==> config.mk <==
export PLATFORM = sky130hd
export DESIGN_NAME = senior_first_heap_queue
export DESIGN_NICKNAME = d
export VERILOG_FILES = /design/src/rtl/core/sfhq_pkg.sv /design/src/rtl/core/senior_first_heap_queue.sv
export VERILOG_INCLUDE_DIRS = /design/src /design/src/rtl/core
export SDC_FILE = /design/constraint.sdc
export NUM_CORES = 2
export LEC_CHECK = 0
export ABC_CLOCK_PERIOD_IN_PS = 8800
export BUFFER_PORTS_ARGS = -buffer_cell sky130_fd_sc_hd__buf_4
export CAP_MARGIN = 5
export CORE_UTILIZATION = 50
export CTS_CLUSTER_SIZE = 40
export DETAILED_ROUTE_END_ITERATION = 10
export PLACE_DENSITY = 0.75
export SLEW_MARGIN = 20
export SYNTH_ARGS = -nofsm -noshare
export SYNTH_HDL_FRONTEND = slang
export SYNTH_SLANG_ARGS = --single-unit
==> constraint.sdc <==
create_clock -name clk -period 8.8 [get_ports clk]
set_input_delay 1.76 -clock clk [delete_from_list [all_inputs] [get_ports clk]]
set_output_delay 1.76 -clock clk [all_outputs]
set_load 0.02 [all_outputs]
==> src/rtl/core/assert_macros.svh <==
// Assertion helpers shared by the RTL.
`ifndef ASSERT_MACROS_SVH
`define ASSERT_MACROS_SVH

// Checked only while out of reset.
`define SFHQ_ASSERT(lbl, clk, rstn, prop, msg) \
    lbl: assert property (@(posedge clk) disable iff (!rstn) prop) else $error(msg);

// Checked at every edge, reset included.
`define SFHQ_ASSERT_ALWAYS(lbl, clk, prop, msg) \
    lbl: assert property (@(posedge clk) prop) else $error(msg);

`endif

==> src/rtl/core/sfhq_pkg.sv <==
package sfhq_pkg;

    localparam int QUEUE_DEPTH = 64;
    localparam int ADDR_W      = $clog2(QUEUE_DEPTH);
    localparam int CNT_W       = $clog2(QUEUE_DEPTH + 1);
    localparam int IDX_W       = ADDR_W + 2;   // holds 2*node+2
    localparam int REM_W       = 7;

    localparam int TAG_W  = 16;
    localparam int AGE_W  = 7;
    localparam int HOUR_W = 5;
    localparam int MIN_W  = 6;
    localparam int SEC_W  = 6;

    localparam logic [AGE_W-1:0] SENIOR_AGE_RESET = AGE_W'(60);

    localparam logic [1:0] ST_LOADED = 2'd0;
    localparam logic [1:0] ST_POPPED = 2'd1;
    localparam logic [1:0] ST_EMPTY  = 2'd2;
    localparam logic [1:0] ST_FULL   = 2'd3;

    typedef struct packed {
        logic [TAG_W-1:0]  tag;
        logic [AGE_W-1:0]  age;
        logic [HOUR_W-1:0] hour;
        logic [MIN_W-1:0]  minute;
        logic [SEC_W-1:0]  second;
    } entry_t;

    // a ranks strictly before b: seniority first, then earlier arrival
    function automatic logic ranks_before(input entry_t a, input entry_t b,
                                          input logic [AGE_W-1:0] senior);
        logic sa;
        logic sb;
        sa = (a.age >= senior);
        sb = (b.age >= senior);
        if (sa != sb)
            return sa;
        return {a.hour, a.minute, a.second} < {b.hour, b.minute, b.second};
    endfunction

endpackage

==> src/rtl/core/senior_first_heap_queue.sv <==
// Senior-first priority queue, held as a binary heap in a 64-entry memory
// with separate read and write addresses (one write and one registered read
// per cycle). kind 0 loads an entry (ST_FULL if full) and posts its result to
// the output register from the accept cycle. kind 1 pops the best entry:
// senior entries (age >= senior_age) first, then earliest hour:minute:second
// (ST_EMPTY if empty). The first pop after loads builds the heap bottom-up,
// sifting down each of the n/2 inner nodes from the last to the root. A pop
// fetches root and last entry, then per level the entry moves down reads the
// left child, compares it while reading the right one, compares that and
// moves the winning child up; it ends by parking the sifted entry and posting
// the result. All sifting uses ranks_before and the heap memory, stepped by
// the sequencer below; in_ready is low while it runs and while an untaken
// result blocks the output register. senior_age may be rewritten through
// cfg_we/cfg_wdata at any idle moment; it takes effect on the next compare.
module senior_first_heap_queue
    import sfhq_pkg::*;
(
    input  logic              clk,
    input  logic              rst_n,
    input  logic              cfg_we,
    input  logic [AGE_W-1:0]  cfg_wdata,
    input  logic              in_valid,
    output logic              in_ready,
    input  logic              kind,
    input  logic [TAG_W-1:0]  tag,
    input  logic [AGE_W-1:0]  age,
    input  logic [HOUR_W-1:0] hour,
    input  logic [MIN_W-1:0]  minute,
    input  logic [SEC_W-1:0]  second,
    output logic              out_valid,
    input  logic              out_ready,
    output logic [1:0]        status,
    output logic [TAG_W-1:0]  out_tag,
    output logic [AGE_W-1:0]  out_age,
    output logic [HOUR_W-1:0] out_hour,
    output logic [MIN_W-1:0]  out_minute,
    output logic [SEC_W-1:0]  out_second,
    output logic [REM_W-1:0]  remaining
);

`include "assert_macros.svh"

    // sequencer states
    localparam logic [3:0] S_IDLE = 4'd0;
    localparam logic [3:0] S_POP0 = 4'd1;   // read root
    localparam logic [3:0] S_POP1 = 4'd2;   // capture root, read last
    localparam logic [3:0] S_POP2 = 4'd3;   // capture last, start sift
    localparam logic [3:0] S_BLD0 = 4'd4;   // read build node
    localparam logic [3:0] S_BLD1 = 4'd5;   // capture build node
    localparam logic [3:0] S_RDL  = 4'd6;   // read left child
    localparam logic [3:0] S_RDR  = 4'd7;   // compare left, read right
    localparam logic [3:0] S_CMP  = 4'd8;   // compare right, move child up
    localparam logic [3:0] S_WB   = 4'd9;   // park sifted entry
    localparam logic [3:0] S_OUT  = 4'd10;  // post pop result

    // heap memory
    entry_t mem [QUEUE_DEPTH];
    entry_t rd_reg;
    logic [ADDR_W-1:0] rd_addr;
    logic              wr_en;
    logic [ADDR_W-1:0] wr_addr;
    entry_t            wr_data;

    // control state
    logic [3:0]        state_reg, state_next;
    logic [CNT_W-1:0]  count_reg, count_next;
    logic              built_reg, built_next;
    logic [AGE_W-1:0]  senior_reg, senior_next;
    logic              out_valid_reg, out_valid_next;
    logic              ctx_build_reg, ctx_build_next;
    logic              bsel_reg, bsel_next;

    // datapath registers
    logic [ADDR_W-1:0] node_reg, node_next;
    logic [ADDR_W-1:0] bidx_reg, bidx_next;
    entry_t            sift_reg, sift_next;
    entry_t            best_reg, best_next;
    entry_t            got_reg, got_next;
    logic [1:0]        status_reg, status_next;
    entry_t            res_reg, res_next;
    logic [REM_W-1:0]  rem_reg, rem_next;

    logic [IDX_W-1:0]  left_idx;
    logic [IDX_W-1:0]  right_idx;
    logic [IDX_W-1:0]  count_ext;
    logic              out_free;
    logic              in_xfer;
    entry_t            in_entry;
    entry_t            zero_entry;

    assign left_idx   = IDX_W'({node_reg, 1'b1});
    assign right_idx  = left_idx + IDX_W'(1);
    assign count_ext  = IDX_W'(count_reg);
    assign out_free   = !out_valid_reg || out_ready;
    assign in_ready   = (state_reg == S_IDLE) && out_free;
    assign in_xfer    = in_valid && in_ready;
    assign in_entry   = '{tag: tag, age: age, hour: hour, minute: minute, second: second};
    assign zero_entry = '0;

    always_comb
    begin
        state_next     = state_reg;
        count_next     = count_reg;
        built_next     = built_reg;
        senior_next    = cfg_we ? cfg_wdata : senior_reg;
        out_valid_next = out_valid_reg && !out_ready;
        ctx_build_next = ctx_build_reg;
        bsel_next      = bsel_reg;
        node_next      = node_reg;
        bidx_next      = bidx_reg;
        sift_next      = sift_reg;
        best_next      = best_reg;
        got_next       = got_reg;
        status_next    = status_reg;
        res_next       = res_reg;
        rem_next       = rem_reg;
        rd_addr        = node_reg;
        wr_en          = 1'b0;
        wr_addr        = node_reg;
        wr_data        = sift_reg;

        case (state_reg)
            S_IDLE:
            begin
                if (in_xfer)
                begin
                    if (!kind)
                    begin
                        // load answers at once
                        out_valid_next = 1'b1;
                        res_next       = zero_entry;
                        if (count_reg == CNT_W'(QUEUE_DEPTH))
                        begin
                            status_next = ST_FULL;
                            rem_next    = REM_W'(count_reg);
                        end
                        else
                        begin
                            wr_en       = 1'b1;
                            wr_addr     = ADDR_W'(count_reg);
                            wr_data     = in_entry;
                            count_next  = count_reg + CNT_W'(1);
                            built_next  = 1'b0;
                            status_next = ST_LOADED;
                            rem_next    = REM_W'(count_reg + CNT_W'(1));
                        end
                    end
                    else if (count_reg == '0)
                    begin
                        out_valid_next = 1'b1;
                        status_next    = ST_EMPTY;
                        res_next       = zero_entry;
                        rem_next       = '0;
                    end
                    else if (!built_reg && (count_reg >= CNT_W'(2)))
                    begin
                        bidx_next      = ADDR_W'((count_reg - CNT_W'(2)) >> 1);
                        ctx_build_next = 1'b1;
                        state_next     = S_BLD0;
                    end
                    else
                    begin
                        built_next = 1'b1;
                        state_next = S_POP0;
                    end
                end
            end
            S_POP0:
            begin
                rd_addr    = '0;
                state_next = S_POP1;
            end
            S_POP1:
            begin
                got_next   = rd_reg;
                rd_addr    = ADDR_W'(count_reg - CNT_W'(1));
                state_next = S_POP2;
            end
            S_POP2:
            begin
                sift_next      = rd_reg;
                count_next     = count_reg - CNT_W'(1);
                node_next      = '0;
                ctx_build_next = 1'b0;
                state_next     = (count_reg == CNT_W'(1)) ? S_OUT : S_RDL;
            end
            S_BLD0:
            begin
                rd_addr    = bidx_reg;
                state_next = S_BLD1;
            end
            S_BLD1:
            begin
                sift_next  = rd_reg;
                node_next  = bidx_reg;
                state_next = S_RDL;
            end
            S_RDL:
            begin
                rd_addr    = left_idx[ADDR_W-1:0];
                state_next = (left_idx < count_ext) ? S_RDR : S_WB;
            end
            S_RDR:
            begin
                // rd_reg holds the left child
                bsel_next  = ranks_before(rd_reg, sift_reg, senior_reg);
                best_next  = bsel_next ? rd_reg : sift_reg;
                rd_addr    = right_idx[ADDR_W-1:0];
                state_next = S_CMP;
            end
            S_CMP:
            begin
                // rd_reg holds the right child when it exists
                if ((right_idx < count_ext) && ranks_before(rd_reg, best_reg, senior_reg))
                begin
                    wr_en      = 1'b1;
                    wr_data    = rd_reg;
                    node_next  = right_idx[ADDR_W-1:0];
                    state_next = S_RDL;
                end
                else if (bsel_reg)
                begin
                    wr_en      = 1'b1;
                    wr_data    = best_reg;
                    node_next  = left_idx[ADDR_W-1:0];
                    state_next = S_RDL;
                end
                else
                begin
                    state_next = S_WB;
                end
            end
            S_WB:
            begin
                wr_en   = 1'b1;
                wr_data = sift_reg;
                if (!ctx_build_reg)
                    state_next = S_OUT;
                else if (bidx_reg == '0)
                begin
                    built_next = 1'b1;
                    state_next = S_POP0;
                end
                else
                begin
                    bidx_next  = bidx_reg - ADDR_W'(1);
                    state_next = S_BLD0;
                end
            end
            S_OUT:
            begin
                if (out_free)
                begin
                    out_valid_next = 1'b1;
                    status_next    = ST_POPPED;
                    res_next       = got_reg;
                    rem_next       = REM_W'(count_reg);
                    state_next     = S_IDLE;
                end
            end
            default:
            begin
                state_next = S_IDLE;
            end
        endcase
    end

    always_ff @(posedge clk)
    begin
        if (wr_en)
            mem[wr_addr] <= wr_data;
        rd_reg <= mem[rd_addr];
    end

    always_ff @(posedge clk or negedge rst_n)
    begin
        if (!rst_n)
        begin
            state_reg     <= S_IDLE;
            count_reg     <= '0;
            built_reg     <= 1'b1;
            senior_reg    <= SENIOR_AGE_RESET;
            out_valid_reg <= 1'b0;
            ctx_build_reg <= 1'b0;
            bsel_reg      <= 1'b0;
        end
        else
        begin
            state_reg     <= state_next;
            count_reg     <= count_next;
            built_reg     <= built_next;
            senior_reg    <= senior_next;
            out_valid_reg <= out_valid_next;
            ctx_build_reg <= ctx_build_next;
            bsel_reg      <= bsel_next;
        end
    end

    always_ff @(posedge clk)
    begin
        node_reg   <= node_next;
        bidx_reg   <= bidx_next;
        sift_reg   <= sift_next;
        best_reg   <= best_next;
        got_reg    <= got_next;
        status_reg <= status_next;
        res_reg    <= res_next;
        rem_reg    <= rem_next;
    end

    assign out_valid  = out_valid_reg;
    assign status     = status_reg;
    assign out_tag    = res_reg.tag;
    assign out_age    = res_reg.age;
    assign out_hour   = res_reg.hour;
    assign out_minute = res_reg.minute;
    assign out_second = res_reg.second;
    assign remaining  = rem_reg;

    `SFHQ_ASSERT(a_count_bound, clk, rst_n, (count_reg <= CNT_W'(QUEUE_DEPTH)), "entry count beyond depth")
    `SFHQ_ASSERT(a_load_count, clk, rst_n, (in_xfer && !kind && (count_reg != CNT_W'(QUEUE_DEPTH))) |=> (count_reg == $past(count_reg) + CNT_W'(1)), "load did not bump count")
    `SFHQ_ASSERT(a_idle_remaining, clk, rst_n, (out_valid_reg && (state_reg == S_IDLE)) |-> (rem_reg == REM_W'(count_reg)), "remaining out of step with count")
    `SFHQ_ASSERT(a_build_unbuilt, clk, rst_n, ((state_reg == S_BLD0) || (state_reg == S_BLD1)) |-> !built_reg, "build pass on built heap")

endmodule
==> key figures <==
Run status
  – Run status: finished, final reports clean

Worst setup path
  – WP data required: 9.34 ns
  – Worst r2r src: rd_reg[15]
  – Critical path launch point type: flop
  – CP Depth: 13
  – WP buf/inv: 3
  – R2R Path End: mem[58][26]
  – FF-to-FF setup slack: 3.28 ns
  – Cell mode on critical path: buf_4
  – Crit-path leading delay family: simple AND/OR/NAND/NOR gates
  – CP cell instances: ha_1 > nand4_1 > nor2_1 > o21ai_0 > a21oi_1 > or4_1 > maj3_2 > buf_4 > o21ai_2 > a211oi_4 > buf_4 > nor3_2 > buf_4
  – Setup crit end kind: flop
  – CP max FO: 64
  – Critical Path Max Stage Delay: 1.02 ns
  – Data arrival, critical path: 6.05 ns
  – Reg2Reg Depth: 13
  – Critical path class: flop to flop
  – CP max stage cell: nor3_2

STA
  – Count of final hold-check violations: 0
  – Final Setup Violations: 0
  – Relative slew slack: 0.253
  – Max-slew violations: 0
  – Final worst-path cycle share: 0.627
  – Clock Skew: 0.0810 ns
  – Final setup TNS: 0 ns
  – Fin crit period: 5.52 ns
  – RSZ-0062 raised after global routing: no
  – Slew @ Worst Pin: 1.11 ns
  – FMAX: 0.181 GHz

Synthesis
  – Net count after synthesis: 5515
  – Seq/Total Area, Yosys: 0.761
  – Flops & latches, synth: 2803
  – YS warnings: 0
  – Mean post-synth cell area: 20.4 um2
  – Synth cell types: 71
  – Synth Flop Type: edfxtp_1
  – Post-synth EDFFs: 2741
  – Synth Cell Area: 110000 um2
  – Async S/R FF share, synth: 0.00785
  – Post-Synthesis Cells: 5388

Min path
  – Worst Hold End: out_minute[4]
  – Worst hold path type: flop to flop
  – Hold depth: 1
  – HP Start: got_reg[10]

Layout
  – Top reg by flops: mem
  – Number of flip-flops in the largest register: 2560
  – Most common cell after layout, fill and taps aside: edfxtp_1
  – Sequential cell area: 83700 um2
  – Fillers: 15.3k
  – Layout cells sized above 1: 0.252
  – Multi-input gate area: 25500 um2
  – Area Overhead vs Synth: 13.0%
  – Most frequent cells in the layout: 2741 x edfxtp_1, 624 x mux4_2, 448 x nand2_1
  – Nets@finish: 5782

Routing
  – Pre-antenna DRT Iters: 9
  – Drt wl/cell: 31.0 um
  – # DRC: 0
  – Initial drt markers: 8091
  – Routed Antenna Nets: 0
  – Vias per cell: 6.51
  – Vias: 56.8k
  – Post-Route WL: 270000 um

Global routing
  – Total GRT Usage: 0.242
  – Initial antenna violation count: 23
  – First-pass GRT wire length: 391000 um
  – Overflow after GRT: 0
  – Largest net degree at the start of global routing: 147
  – Vias in the first global route: 56.3k

CTS
  – Post-CTS Setup Bufs: 0
  – Cts bufs inserted: 290
  – Clock sinks: 2803
  – Skew-Pair Late Insertion Delay: 0.94 ns
  – Clk pin slew, worst setup/hold paths: 0.06 ns
  – H-tree Lvls: 5
  – CTS tree: built
  – CTS root buf: clkbuf_16
  – Clock Tree Buf Depth: 4
  – Post-CTS Hold Fix Bufs: 0
  – CTS resizes: 0

Die
  – Row count: 171
  – Top Ports: 104
  – Core ar.: 218000 um2
  – Die width: 471 um
  – Die area: 222000 um2
  – Die Y: 471 um
  – Initial Util: 0.505

Place
  – Placed wire-length estimate: 148000 um
  – Port bufs: 103
  – Routability congestion estimate: 0.903

Run
  – # Max-Cap Violations: 0
worst reg2reg max path, stage by stage (launching register included):
cell	delay [ns]
dfxtp_1	0.73
ha_1	0.37
nand4_1	0.12
nor2_1	0.07
o21ai_0	0.07
a21oi_1	0.09
or4_1	0.54
maj3_2	0.32
buf_4	0.30
o21ai_2	0.28
a211oi_4	0.10
buf_4	0.45
nor3_2	1.07
buf_4	0.57
how the worst max path moves through the flow:
stage               start          end  slack [ns]
2_1_floorplan        kind   mem[25][0]        2.31
3_3_place_gp    out_ready  mem[59][26]        3.10
3_5_place_dp    out_ready  mem[57][33]        2.99
4_1_cts        rd_reg[15]  mem[57][26]        3.38
5_1_grt        rd_reg[15]  mem[58][27]        3.15
6_report       rd_reg[15]  mem[58][26]        3.28
final cells by class:
class / count / share of cell area
tap: 2854 / 0.0287
clock inverter: 143 / 0.0105
multi-input combinational: 2218 / 0.205
timing repair buffer: 283 / 0.0183
inverter: 59 / 0.00178
sequential: 2803 / 0.673
antenna: 4 / 0.0000805
clock buffer: 360 / 0.0620
per-stage QoR:
stage / area, um2 / utilization / instances / worst slack [ns] / hold WS (ns)
after floorplan: 110000 / - / 5388 / 2.31 / 0.438
after global routing: 124000 / 0.571 / 8721 / 3.15 / 0.522
after global placement: 115000 / 0.529 / 8215 / 3.10 / 0.486
after detailed placement: 115000 / 0.529 / 8215 / 2.99 / 0.503
after CTS: 124000 / 0.570 / 8718 / 3.38 / 0.518
final: 124000 / 0.571 / 8724 / 3.28 / 0.516
cell usage after synthesis (12+ instances only):
| cell | number | area [um2] |
|---|---|---|
| nand4_1 | 12 | 75.1 |
| nor3_1 | 78 | 390 |
| ha_1 | 74 | 926 |
| a32oi_1 | 142 | 1240 |
| buf_4 | 33 | 248 |
| a21o_1 | 20 | 150 |
| a22oi_1 | 43 | 323 |
| and2_1 | 40 | 250 |
| buf_2 | 143 | 716 |
| mux4_2 | 624 | 14100 |
| xnor2_1 | 16 | 140 |
| nand2_1 | 449 | 1690 |
| inv_1 | 58 | 218 |
| o21ai_0 | 112 | 561 |
| nor2_1 | 38 | 143 |
| and4_1 | 35 | 307 |
| dfxtp_1 | 40 | 801 |
| clkbuf_1 | 121 | 454 |
| mux2_2 | 42 | 473 |
| o221ai_1 | 19 | 166 |
| edfxtp_1 | 2741 | 82300 |
| nand3_1 | 61 | 305 |
| dfrtp_1 | 17 | 425 |
| mux2i_1 | 194 | 1940 |
| o21ai_1 | 42 | 210 |
| a31oi_1 | 22 | 138 |
| nand2b_1 | 15 | 93.8 |
| a21oi_1 | 38 | 190 |
routing by layer:
metal  global-route usage  up-vias  share of wire
met4               0.0702       10          0.027
met2                0.365     3955           0.46
li1                     -    22834              -
met3               0.0659      518           0.13
met5                    0        -        0.00023
met1                0.349    29441           0.38
cell families (layout without fill, tap and decap cells):
| logic type | count (synthesis) | after routing | share of synthesized area |
|---|---|---|---|
| XOR/XNOR | 22 | 22 | 0.00175 |
| AO/OA/AOI/OAI | 494 | 494 | 0.0317 |
| buffers and inverters | 367 | 845 | 0.0156 |
| other | 0 | 4 | 0 |
| multiplexers | 860 | 860 | 0.150 |
| flip-flops | 2803 | 2803 | 0.761 |
| AND/OR/NAND/NOR | 767 | 767 | 0.0320 |
| adder cells (fa/ha/maj) | 75 | 75 | 0.00852 |
Power is not shown: default switching activity piles up to over one toggle a cycle in this logic, so the estimate is an artifact.
